## config.mk

```make
export PLATFORM = sky130hd
export DESIGN_NAME = framebuffer_bitfield_to_rgb888
export DESIGN_NICKNAME = d
export VERILOG_FILES = /design/src/fbrgb_pkg.sv /design/src/fbrgb_front.sv /design/src/fbrgb_queue.sv /design/src/fbrgb_back.sv /design/src/framebuffer_bitfield_to_rgb888.sv
export SDC_FILE = /design/constraint.sdc
export NUM_CORES = 2
export LEC_CHECK = 0
export BUFFER_PORTS_ARGS = -buffer_cell sky130_fd_sc_hd__clkbuf_2
export CAP_MARGIN = 20
export CORE_MARGIN = 2
export CORE_UTILIZATION = 45
export CTS_CLUSTER_SIZE = 24
export DETAILED_ROUTE_END_ITERATION = 6
export GPL_TIMING_DRIVEN = 1
export PLACE_DENSITY = 0.7
export SYNTH_ARGS = -nofsm -noshare
export SYNTH_HDL_FRONTEND = slang
export SYNTH_SLANG_ARGS = --single-unit
```

## constraint.sdc

```tcl
create_clock -name clk -period 7.4 [get_ports clk]
set_input_delay 0 -clock clk [delete_from_list [all_inputs] [get_ports clk]]
set_output_delay 0 -clock clk [all_outputs]
set_load 0.01 [all_outputs]
```

## src/fbrgb_pkg.sv

```systemverilog
// Shared types and constants for the framebuffer to RGB888 converter.
package fbrgb_pkg;

	localparam int PIX_W       = 32;
	localparam int QUEUE_DEPTH = 4;
	localparam int SCALE_SHIFT = 24;

	// Configuration register indexes
	localparam logic [2:0] REG_BYTES_PER_PIXEL = 3'd0;
	localparam logic [2:0] REG_IMAGE_WIDTH     = 3'd1;
	localparam logic [2:0] REG_RED_OFFSET      = 3'd2;
	localparam logic [2:0] REG_RED_LENGTH      = 3'd3;
	localparam logic [2:0] REG_GREEN_OFFSET    = 3'd4;
	localparam logic [2:0] REG_GREEN_LENGTH    = 3'd5;
	localparam logic [2:0] REG_BLUE_OFFSET     = 3'd6;
	localparam logic [2:0] REG_BLUE_LENGTH     = 3'd7;

	// floor(n/d) == (n * ceil(2^24/d)) >> 24 for n <= 255*127; n = v*255 folded in
	localparam logic [31:0] SCALE_MUL_1 = 32'(64'd255 * ((64'd1 << SCALE_SHIFT) / 64'd1));
	localparam logic [31:0] SCALE_MUL_2 = 32'(64'd255 * (((64'd1 << SCALE_SHIFT) + 64'd2) / 64'd3));
	localparam logic [31:0] SCALE_MUL_3 = 32'(64'd255 * (((64'd1 << SCALE_SHIFT) + 64'd6) / 64'd7));
	localparam logic [31:0] SCALE_MUL_4 = 32'(64'd255 * (((64'd1 << SCALE_SHIFT) + 64'd14) / 64'd15));
	localparam logic [31:0] SCALE_MUL_5 = 32'(64'd255 * (((64'd1 << SCALE_SHIFT) + 64'd30) / 64'd31));
	localparam logic [31:0] SCALE_MUL_6 = 32'(64'd255 * (((64'd1 << SCALE_SHIFT) + 64'd62) / 64'd63));
	localparam logic [31:0] SCALE_MUL_7 =
		32'(64'd255 * (((64'd1 << SCALE_SHIFT) + 64'd126) / 64'd127));

	typedef struct packed {
		logic [4:0] offset;
		logic [4:0] length;
	} chan_cfg_t;

	typedef struct packed {
		chan_cfg_t red;
		chan_cfg_t green;
		chan_cfg_t blue;
	} rgb_cfg_t;

	typedef struct packed {
		logic [PIX_W-1:0] pix;
		logic             last;
	} pix_word_t;

endpackage

```

## src/fbrgb_front.sv

```systemverilog
// Byte gatherer: assembles pixels, tracks the column and drops padding.
module fbrgb_front import fbrgb_pkg::*; #(
	parameter int WIDTH_LIMIT = 4096
) (
	input  logic        clk,
	input  logic        arst_n,
	input  logic        push,
	input  logic [7:0]  data_byte,
	input  logic        row_end,
	input  logic [2:0]  bytes_per_pixel,
	input  logic [12:0] image_width,
	input  logic        q_full,
	output logic        q_push,
	output pix_word_t   q_word
);

	localparam int COL_W = $clog2(WIDTH_LIMIT + 1);

	logic [1:0]       byte_index_q;
	logic [23:0]      pixel_bytes_q;
	logic [COL_W-1:0] pixel_column_q;

	logic             accept;
	logic [2:0]       bpp;
	logic [COL_W-1:0] width;
	logic [COL_W-1:0] col_next;
	logic             active;
	logic             complete;
	logic [PIX_W-1:0] shifted;

	assign accept = push && !q_full;

	always_comb begin
		if (bytes_per_pixel inside {[3'd2:3'd4]}) begin
			bpp = bytes_per_pixel;
		end else begin
			bpp = 3'd4;
		end
		if (int'(image_width) > WIDTH_LIMIT) begin
			width = COL_W'(WIDTH_LIMIT);
		end else begin
			width = COL_W'(image_width);
		end
	end

	assign col_next = pixel_column_q + COL_W'(1);
	assign active   = pixel_column_q < width;
	assign complete = active && (({1'b0, byte_index_q} + 3'd1) >= bpp);
	assign shifted  = PIX_W'(data_byte) << {byte_index_q, 3'b000};

	assign q_push      = accept && complete;
	assign q_word.pix  = PIX_W'(pixel_bytes_q) | shifted;
	assign q_word.last = col_next == width;

	always_ff @(posedge clk or negedge arst_n) begin
		if (!arst_n) begin
			byte_index_q   <= '0;
			pixel_bytes_q  <= '0;
			pixel_column_q <= '0;
		end else if (accept) begin
			if (row_end) begin
				// restart the row; a partial pixel is dropped
				byte_index_q   <= '0;
				pixel_bytes_q  <= '0;
				pixel_column_q <= '0;
			end else if (complete) begin
				byte_index_q   <= '0;
				pixel_bytes_q  <= '0;
				pixel_column_q <= col_next;
			end else if (active) begin
				byte_index_q  <= byte_index_q + 2'd1;
				pixel_bytes_q <= pixel_bytes_q | shifted[23:0];
			end
		end
	end

endmodule

```

## src/fbrgb_queue.sv

```systemverilog
// Short queue of assembled pixel words between the gatherer and the converter.
module fbrgb_queue import fbrgb_pkg::*; (
	input  logic      clk,
	input  logic      arst_n,
	input  logic      push,
	input  pix_word_t word_in,
	output logic      full,
	output logic      valid,
	output pix_word_t word_out,
	input  logic      pop
);

	localparam int PTR_W = $clog2(QUEUE_DEPTH);

	pix_word_t        mem_q [QUEUE_DEPTH];
	logic [PTR_W-1:0] wr_ptr_q;
	logic [PTR_W-1:0] rd_ptr_q;
	logic [PTR_W:0]   count_q;
	logic             do_push;
	logic             do_pop;

	assign full     = count_q == (PTR_W+1)'(QUEUE_DEPTH);
	assign valid    = count_q != '0;
	assign word_out = mem_q[rd_ptr_q];
	assign do_push  = push && !full;
	assign do_pop   = pop && valid;

	always_ff @(posedge clk) begin
		if (do_push) begin
			mem_q[wr_ptr_q] <= word_in;
		end
	end

	always_ff @(posedge clk or negedge arst_n) begin
		if (!arst_n) begin
			wr_ptr_q <= '0;
			rd_ptr_q <= '0;
			count_q  <= '0;
		end else begin
			if (do_push) begin
				wr_ptr_q <= wr_ptr_q + PTR_W'(1);
			end
			if (do_pop) begin
				rd_ptr_q <= rd_ptr_q + PTR_W'(1);
			end
			if (do_push && !do_pop) begin
				count_q <= count_q + (PTR_W+1)'(1);
			end else if (do_pop && !do_push) begin
				count_q <= count_q - (PTR_W+1)'(1);
			end
		end
	end

endmodule

```

## src/fbrgb_back.sv

```systemverilog
// Channel converter: field extraction, then scaling into the output register.
module fbrgb_back import fbrgb_pkg::*; (
	input  logic      clk,
	input  logic      arst_n,
	input  rgb_cfg_t  rgb_cfg,
	input  logic      q_valid,
	input  pix_word_t q_word,
	output logic      q_pop,
	output logic      empty,
	input  logic      pop,
	output logic [7:0] red,
	output logic [7:0] green,
	output logic [7:0] blue,
	output logic      last_in_row
);

	typedef struct packed {
		logic       is_long;
		logic [7:0] long_val;
		logic [2:0] len;
		logic [6:0] v;
	} chan_s1_t;

	function automatic chan_s1_t extract(logic [PIX_W-1:0] pix, chan_cfg_t c);
		chan_s1_t         r;
		logic [5:0]       sh;
		logic [2*PIX_W-1:0] wide;
		logic [PIX_W-1:0] low;
		r    = '0;
		wide = {{PIX_W{1'b0}}, pix};
		sh   = {1'b0, c.offset} + {1'b0, c.length} - 6'd8;
		low  = pix >> c.offset;
		if (c.length >= 5'd8) begin
			// take the top eight bits of the field
			r.is_long  = 1'b1;
			r.long_val = 8'(wide >> sh);
		end else begin
			r.len = c.length[2:0];
			r.v   = low[6:0] & 7'((8'h1 << c.length[2:0]) - 8'h1);
		end
		return r;
	endfunction

	function automatic logic [31:0] scale_mul(logic [2:0] len);
		logic [31:0] m;
		case (len)
			3'd1:    m = SCALE_MUL_1;
			3'd2:    m = SCALE_MUL_2;
			3'd3:    m = SCALE_MUL_3;
			3'd4:    m = SCALE_MUL_4;
			3'd5:    m = SCALE_MUL_5;
			3'd6:    m = SCALE_MUL_6;
			3'd7:    m = SCALE_MUL_7;
			default: m = '0;
		endcase
		return m;
	endfunction

	function automatic logic [7:0] scale(chan_s1_t c);
		logic [38:0] prod;
		prod = {32'b0, c.v} * {7'b0, scale_mul(c.len)};
		if (c.is_long) begin
			return c.long_val;
		end
		return prod[SCALE_SHIFT +: 8];
	endfunction

	logic     valid_s1;
	chan_s1_t red_s1;
	chan_s1_t green_s1;
	chan_s1_t blue_s1;
	logic     last_s1;
	logic     valid_s2;
	logic     adv_s1;

	assign adv_s1 = valid_s1 && (!valid_s2 || pop);
	assign q_pop  = q_valid && (!valid_s1 || adv_s1);
	assign empty  = !valid_s2;

	always_ff @(posedge clk) begin
		if (q_pop) begin
			red_s1   <= extract(q_word.pix, rgb_cfg.red);
			green_s1 <= extract(q_word.pix, rgb_cfg.green);
			blue_s1  <= extract(q_word.pix, rgb_cfg.blue);
			last_s1  <= q_word.last;
		end
		if (adv_s1) begin
			red         <= scale(red_s1);
			green       <= scale(green_s1);
			blue        <= scale(blue_s1);
			last_in_row <= last_s1;
		end
	end

	always_ff @(posedge clk or negedge arst_n) begin
		if (!arst_n) begin
			valid_s1 <= 1'b0;
			valid_s2 <= 1'b0;
		end else begin
			if (q_pop) begin
				valid_s1 <= 1'b1;
			end else if (adv_s1) begin
				valid_s1 <= 1'b0;
			end
			if (adv_s1) begin
				valid_s2 <= 1'b1;
			end else if (pop) begin
				valid_s2 <= 1'b0;
			end
		end
	end

endmodule

```

## src/framebuffer_bitfield_to_rgb888.sv

```systemverilog
// Top level: configuration registers, byte gatherer, pixel queue, converter.
// Throughput: one byte per cycle while full is low; one RGB888 word per
// bytes_per_pixel bytes, via the queue, extraction stage and result register.
// The four-entry pixel queue and two-stage converter let either side stall.
// Reset (arst_n low) clears row state, queue and stages; registers take
// their default 32-bit xRGB layout at 640 pixels per row.
module framebuffer_bitfield_to_rgb888 import fbrgb_pkg::*; #(
	parameter int WIDTH_LIMIT = 4096
) (
	input  logic        clk,
	input  logic        arst_n,
	input  logic        push,
	output logic        full,
	input  logic [7:0]  data_byte,
	input  logic        row_end,
	output logic        empty,
	input  logic        pop,
	output logic [7:0]  red,
	output logic [7:0]  green,
	output logic [7:0]  blue,
	output logic        last_in_row,
	input  logic        cfg_wr,
	input  logic [2:0]  cfg_index,
	input  logic [12:0] cfg_data
);

	logic [2:0]  bytes_per_pixel_q;
	logic [12:0] image_width_q;
	rgb_cfg_t    rgb_cfg_q;

	logic        q_push;
	pix_word_t   q_word_in;
	logic        q_valid;
	pix_word_t   q_word_out;
	logic        q_pop;

	always_ff @(posedge clk or negedge arst_n) begin
		if (!arst_n) begin
			bytes_per_pixel_q      <= 3'd4;
			image_width_q          <= 13'd640;
			rgb_cfg_q.red.offset   <= 5'd16;
			rgb_cfg_q.red.length   <= 5'd8;
			rgb_cfg_q.green.offset <= 5'd8;
			rgb_cfg_q.green.length <= 5'd8;
			rgb_cfg_q.blue.offset  <= 5'd0;
			rgb_cfg_q.blue.length  <= 5'd8;
		end else if (cfg_wr) begin
			case (cfg_index)
				REG_BYTES_PER_PIXEL: bytes_per_pixel_q      <= cfg_data[2:0];
				REG_IMAGE_WIDTH:     image_width_q          <= cfg_data;
				REG_RED_OFFSET:      rgb_cfg_q.red.offset   <= cfg_data[4:0];
				REG_RED_LENGTH:      rgb_cfg_q.red.length   <= cfg_data[4:0];
				REG_GREEN_OFFSET:    rgb_cfg_q.green.offset <= cfg_data[4:0];
				REG_GREEN_LENGTH:    rgb_cfg_q.green.length <= cfg_data[4:0];
				REG_BLUE_OFFSET:     rgb_cfg_q.blue.offset  <= cfg_data[4:0];
				REG_BLUE_LENGTH:     rgb_cfg_q.blue.length  <= cfg_data[4:0];
				default: ;
			endcase
		end
	end

	fbrgb_front #(
		.WIDTH_LIMIT(WIDTH_LIMIT)
	) u_front (
		.clk             (clk),
		.arst_n          (arst_n),
		.push            (push),
		.data_byte       (data_byte),
		.row_end         (row_end),
		.bytes_per_pixel (bytes_per_pixel_q),
		.image_width     (image_width_q),
		.q_full          (full),
		.q_push          (q_push),
		.q_word          (q_word_in)
	);

	fbrgb_queue u_queue (
		.clk      (clk),
		.arst_n   (arst_n),
		.push     (q_push),
		.word_in  (q_word_in),
		.full     (full),
		.valid    (q_valid),
		.word_out (q_word_out),
		.pop      (q_pop)
	);

	fbrgb_back u_back (
		.clk         (clk),
		.arst_n      (arst_n),
		.rgb_cfg     (rgb_cfg_q),
		.q_valid     (q_valid),
		.q_word      (q_word_out),
		.q_pop       (q_pop),
		.empty       (empty),
		.pop         (pop),
		.red         (red),
		.green       (green),
		.blue        (blue),
		.last_in_row (last_in_row)
	);

endmodule

```

After elaboration in Yosys (flattened, before gate mapping)
Memories as Yosys holds them, arrays and structs flattened.
Cells that the tools add are included.
{ "word_totals": {"register_bits": 177, "ram_bits": 132, "input_bits": 30, "output_inout_bits": 27, "wordCells": 179, "mem_count": 1} }
{ "op_classes": {"addsub": 16, "multipliers": 3, "n_lt_le_gt_ge": 8, "eq_ne": 30, "shift": 10, "mux": 39, "bitwise_logic": 5, "reduce_logical": 34} }
{ "mem_list": {"columns": ["name", "depth", "word_bits", "rd", "rd_ports_with_merged_regs", "wr", "line", "source"], "rows": [
  ["u_queue.mem_q", 4, 33, 1, 0, 1, "fbrgb_queue.sv:15", "pix_word_t mem_q [QUEUE_DEPTH];"]
]} }
{ "ops": {"columns": ["operator", "n"], "rows": [
  ["$pmux W32 S7", 3],
  ["$mul A7 B32 Y32", 3],
  ["$mux W32", 3],
  ["$shr A32 B5 Y7", 3],
  ["$shr A32 B6 Y8", 3],
  ["$mux W24", 3],
  ["$eq A3 B3 Y1 const B", 17],
  ["$mux W8", 6],
  ["$mux W13", 3],
  ["$or A24 B32 Y32", 1],
  ["$shl A8 B5 Y32", 1],
  ["$mux W9", 3],
  ["$eq A3 B2 Y1 const B", 8],
  ["$or A24 B24 Y24", 1],
  ["$and A7 B7 Y7", 3],
  ["$shl A1 B3 Y7 const A", 3],
  ["$sub A7 B1 Y7 const B", 3],
  ["$reduce_and A2 Y1", 10],
  ["$add A5 B5 Y6", 3],
  ["$sub A6 B4 Y6 const B", 3],
  ["$ge A5 B4 Y1 const B", 3],
  ["$add A13 B1 Y13 const B", 1],
  ["$eq A13 B13 Y1", 1],
  ["$gt A13 B13 Y1 const B", 1],
  ["18 further kinds", 56]
]} }

Depth between registers and ports, before layout
{ "logic_depth": {"depth_word": 11, "ltp_mapped": 25, "depth_no_buf": 22} }

Hierarchy
From an unflattened synthesis, not the netlist that was laid out.
{ "hier_totals": {"cells_unflattened": 3503, "area_unflattened_um2": 35715.5} }
{ "modules_own_cells": {"columns": ["module", "n_inst", "cells_each", "area_per_inst_um2", "seq_area_each_um2"], "rows": [
  ["fbrgb_back", 1, 2896, 25831.0, 2542.4],
  ["fbrgb_queue", 1, 208, 5238.8, 4139.0],
  ["fbrgb_front", 1, 298, 2832.7, 975.9],
  ["framebuffer_bitfield_to_rgb888", 1, 101, 1813.0, 1161.1]
]} }

Worst setup path before layout
OpenSTA, ideal clock, no wires.
{ "synth_path": {"path_kind": "flip-flop to flip-flop", "start": "register u_back.red_s1[7] (netlist name)", "end": "register u_back.red[7], data pin", "setup_time_ns": 0.135, "arrival_time_ns": 5.995, "required_ns": 7.265, "slack_ns": 1.270, "path_stages_with_launch": 23, "path_buffers": 2, "synth_period_minus_slack_ns": 6.130, "path_cell_list": "edfxtp_1 -> clkbuf_1 -> or2_2 -> clkbuf_1 -> nand2_1 -> nor2_1 -> nand2_1 -> fa_1 -> inv_1 -> fa_1 -> fa_1 -> inv_1 -> fa_1 -> inv_1 -> ha_1 -> and4_1 -> and2_0 -> a221oi_1 -> o211ai_1 -> a2111oi_2 -> o311ai_1 -> or4_1 -> nand3_1"} }
{ "synth_between": {"elab_chain_cells": 5, "word_cells_on_any_way": 11, "classes_between": "mul: 1; eq/ne: 7; mux: 3"} }
{ "synth_lines": {"columns": ["item", "line", "source"], "rows": [
  ["from (decl)", "fbrgb_back.sv:69", "chan_s1_t red_s1;"],
  ["from (signal assigned)", "fbrgb_back.sv:82", "red_s1 <= extract(q_word.pix, rgb_cfg.red);"],
  ["$eq A3 B3 Y1 (tied with other cells)", "fbrgb_back.sv:46", "case (len)"],
  ["$pmux W32 S7 (*)", "fbrgb_back.sv:46", null],
  ["$mux W32 (*)", "fbrgb_back.sv:87", "if (adv_s1) begin"],
  ["$mul A7 B32 Y32 (*)", "fbrgb_back.sv:61", "prod = {32'b0, c.v} * {7'b0, scale_mul(c.len)};"],
  ["$mux W8 (*)", "fbrgb_back.sv:65", "return prod[SCALE_SHIFT +: 8];"],
  ["to (signal assigned)", "fbrgb_back.sv:88", "red <= scale(red_s1);"],
  ["to (decl)", "fbrgb_back.sv:11", "output logic [7:0] red,"]
]} }
Every way passes the cells marked *; elsewhere a longest branch is shown, timed or not. The select of a mux whose other input is x is not followed.
A chain may end at the register's enable or synchronous reset.

Final worst setup path
Ends and elaborated chain as after synthesis.

==> results by group <==
Clocking
  • Clock H-tree levels: 2
  • CTS sink count: between 300 and 400
  • Clk_lat worst skew: 580 ps
  • Root Buffer: clkbuf_16
  • Post-CTS Setup Bufs: 0
  • CTS Buf Count: 35
  • PostCTS Resize Cnt: 0
  • CTS tree: built
  • Clk buf depth: 3
  • Reg clk slew, reported paths: roughly 70 ps
  • CTS Hold Buffers Added: 27

STA
  • Actual slew at the worst max-slew pin: 1080 ps
  • Hold WS: between 30 and 40 ps
  • RSZ-0062 raised after global routing: false
  • Period utilization: 0.929
  • Worst rel slew slack: 0.271
  • Setup tns final: 0 ps
  • Max Transition Viols Final: 0
  • Fmax: approximately 150 MHz
  • Skew final: 31.7 ps
  • Final hold vios: 0
  • Min cycle time layout: 6880 ps
  • Setup violators final: 0

Critical path
  • CP peak stage delay: 640 ps
  • Crit path kind: register to register
  • CP required: approximately 8000 ps
  • Slowest stage cell on the critical path: a2111oi_2
  • CP endpoint kind: register
  • Crit-path cells: and2_0 > nor2b_1 > nand2_1 > inv_1 > nor2_1 > inv_1 > fa_1 > fa_1 > fa_1 > inv_1 > fa_1 > inv_1 > ha_1 > a211oi_1 > o211ai_1 > a221oi_1 > o211ai_1 > a2111oi_2 > o311ai_1 > or4_1 > nand3_1
  • CP bufs+invs: 4
  • Max FO, Critical Path: 12
  • Worst path arrival time: between 7000 and 8000 ps
  • Family with the most delay on the worst path: adder cells
  • Startpoint types: register

Synth
  • Ys flop type: edfxtp_1
  • Syn Area/Cell: approximately 10 sq um
  • Number of synthesized flops with an enable pin: ~220
  • Cell count after synthesis: 3528
  • Syn_nets: 4113
  • Netlist Area Pre-Place: ~35000 sq um
  • Seq/Total Area, Yosys: 0.250
  • Yosys reg bits: between 300 and 400
  • Netlist cell types: 81
  • Synth warn: 0
  • Async set-reset flop share out of synthesis: 0.304

Layout
  • Number of inserted diodes: 0
  • Commonest non-fill, non-tap cell in the layout: inv_1
  • Layout cells sized above 1: 0.124
  • Nets: 4083
  • Most frequent cells in the layout: inv_1, fa_1, nand2_1, edfxtp_1, nor2_1
  • Area Overhead vs Synth: 7.61%
  • Final-layout fill cell count: 7086

Power
  • Power density over cell area: 489 nW/um^2
  • LEAKAGE: 0.0178 uW
  • Combinational group share of total power: 0.745
  • Sw Share: 0.496
  • Peak supply drop: about 0.24 mV
  • Switching Power: about 9000 uW
  • Clock power share: 0.096
  • Reg power frac: 0.160
  • Power Internal: about 9400 uW

Placement
  • RD Place Congestion: between 0.9 and 1
  • PortBufs: 56
  • HPWL after DPL: between 60000 and 70000 um

Detailed routing
  • Wirelength per Cell: about 19 um
  • DR vias: 25700
  • DRC viols: 0
  • Drt pass-1 iters: 6
  • Vias per cell: around 5.6
  • Starting DRT DRC Count: approximately 2500
  • Total wire length: around 87000 um
  • Post-DRT Antenna Nets: 0

Floorplan
  • Die area: between 80000 and 90000 sq um
  • Die X: 284 um
  • Die Ht: ~280 um
  • Num ports: 57
  • Starting Density: 0.455
  • CORE AREA: ~78000 sq um
  • Cell Rows: 102

GRT
  • First-pass GRT wire length: roughly 140000 um
  • Antenna violations before repair: 0
  • Total track usage: 0.219
  • Vias in the first global route: around 26000
  • Congestion Overflow GR: 0
  • Largest net degree at the start of global routing: 62

Run status
  • Status: completed

Worst hold path
  • Worst hold path type: input port to register

Job
  • Max-cap violation count: 0
through the flow:
step	util	cell area [sq um]	worst slack, ps	power, uW	std cells
after detailed placement	0.470	36500	527	16700	4469
after CTS	0.489	38000	491	18600	4560
after global placement	0.470	36500	670	16400	4468
final	0.490	38000	525	18600	4565
after global routing	0.490	38000	3.40	20600	4565
after floorplan	-	35300	1270	13500	3528
flip-flops by register name, summed over array words and instances (netlist names), 2 cells and up:
name                    flops
u_front.pixel_column_q     13
u_back.green_s1            19
bytes_per_pixel_q           3
u_queue.wr_ptr_q            2
image_width_q              13
u_back.red                  8
u_front.byte_index_q        2
u_back.blue                 8
u_back.blue_s1             19
u_queue.count_q             3
u_back.green                8
rgb_cfg_q                  30
u_back.red_s1              19
u_queue.mem_q             132
u_front.pixel_bytes_q      24
u_queue.rd_ptr_q            2
metal layers:
| layer | share of wire | track usage | vias up |
|---|---|---|---|
| li1 | - | - | 11900 |
| met1 | 0.43 | 0.307 | 12700 |
| met2 | 0.47 | 0.351 | 1002 |
| met3 | 0.074 | 0.0360 | 159 |
| met4 | 0.029 | 0.0637 | 0 |
| met5 | 0 | 0 | - |
Yosys cell counts (8+ instances only):
library cell,count,area (sq um)
o31ai_1,14,105
nand4_1,18,113
o21a_1,18,135
xor2_1,32,280
mux4_2,134,3020
dfrtp_1,86,2150
a31oi_1,15,93.8
buf_1,19,71.3
a21o_1,18,135
nor3_1,40,200
clkbuf_1,168,631
buf_2,19,95.1
nor2b_1,22,138
and2_1,79,494
nand3b_1,11,82.6
nand2b_1,18,113
dfstp_2,8,210
and3_1,89,557
edfxtp_1,215,6460
inv_1,598,2240
o21ai_0,132,661
xnor2_1,56,490
or2_2,10,62.6
nor3b_1,10,75.1
o21ai_1,9,45.0
nor2_1,194,728
mux2i_1,139,1390
a21oi_1,110,551
nand3_1,39,195
a211oi_1,26,195
o2bb2ai_1,26,228
mux2_2,98,1100
nand2_1,357,1340
fa_1,364,7290
o211ai_1,14,105
ha_1,191,2390
worst min-delay path, cell delays in order:
cell and delay, ps:
clkbuf_2 220, nor3_1 130, mux2_2 230
cell type report:
| type | count | area [sq um] | share of cell area |
|---|---|---|---|
| sequential | 309 | 8820 | 0.232 |
| timing repair buffer | 143 | 1040 | 0.0273 |
| inverter | 605 | 2270 | 0.0598 |
| clock inverter | 21 | 243 | 0.00639 |
| tap | 1040 | 1300 | 0.0342 |
| multi-input combinational | 2404 | 23400 | 0.616 |
| clock buffer | 43 | 916 | 0.0241 |
power groups by stage:
| stage | clock [uW] | sequential (uW) | combinational (uW) |
|---|---|---|---|
| after floorplan | 0 | 2740 | 10700 |
| after global placement | 0 | 2980 | 13400 |
| after detailed placement | 0 | 2990 | 13700 |
| after CTS | 1810 | 2960 | 13800 |
| after global routing | 1860 | 3020 | 15700 |
| final | 1780 | 2960 | 13800 |
cell families after synthesis:
logic type                 Yosys count  synth area share
xor gates and xnor gates            89            0.0225
buffers and inverters              815            0.0883
and+or+nand+nor                    917             0.122
DFF                                309             0.250
AOI/OAI and AO/OA                  470            0.0854
adders and majority gates          555             0.274
muxes                              373             0.158
path summary, 6_finish.rpt:
check	from	endpoint	slack, ps	depth (start not counted)
max in group asynchronous	arst_n	u_queue.rd_ptr_q[0]	6120	4
worst min register to register	u_back.last_s1	u_back.last_in_row	430	0
worst max-delay path	u_back.red_s1[7]	u_back.red[7]	520	21
worst min-delay path	cfg_index[0]	bytes_per_pixel_q[0]	40	3
worst max register to register	u_back.red_s1[7]	u_back.red[7]	520	21
min in group asynchronous	arst_n	bytes_per_pixel_q[2]	540	3
Power figures use the tool's default switching activity.
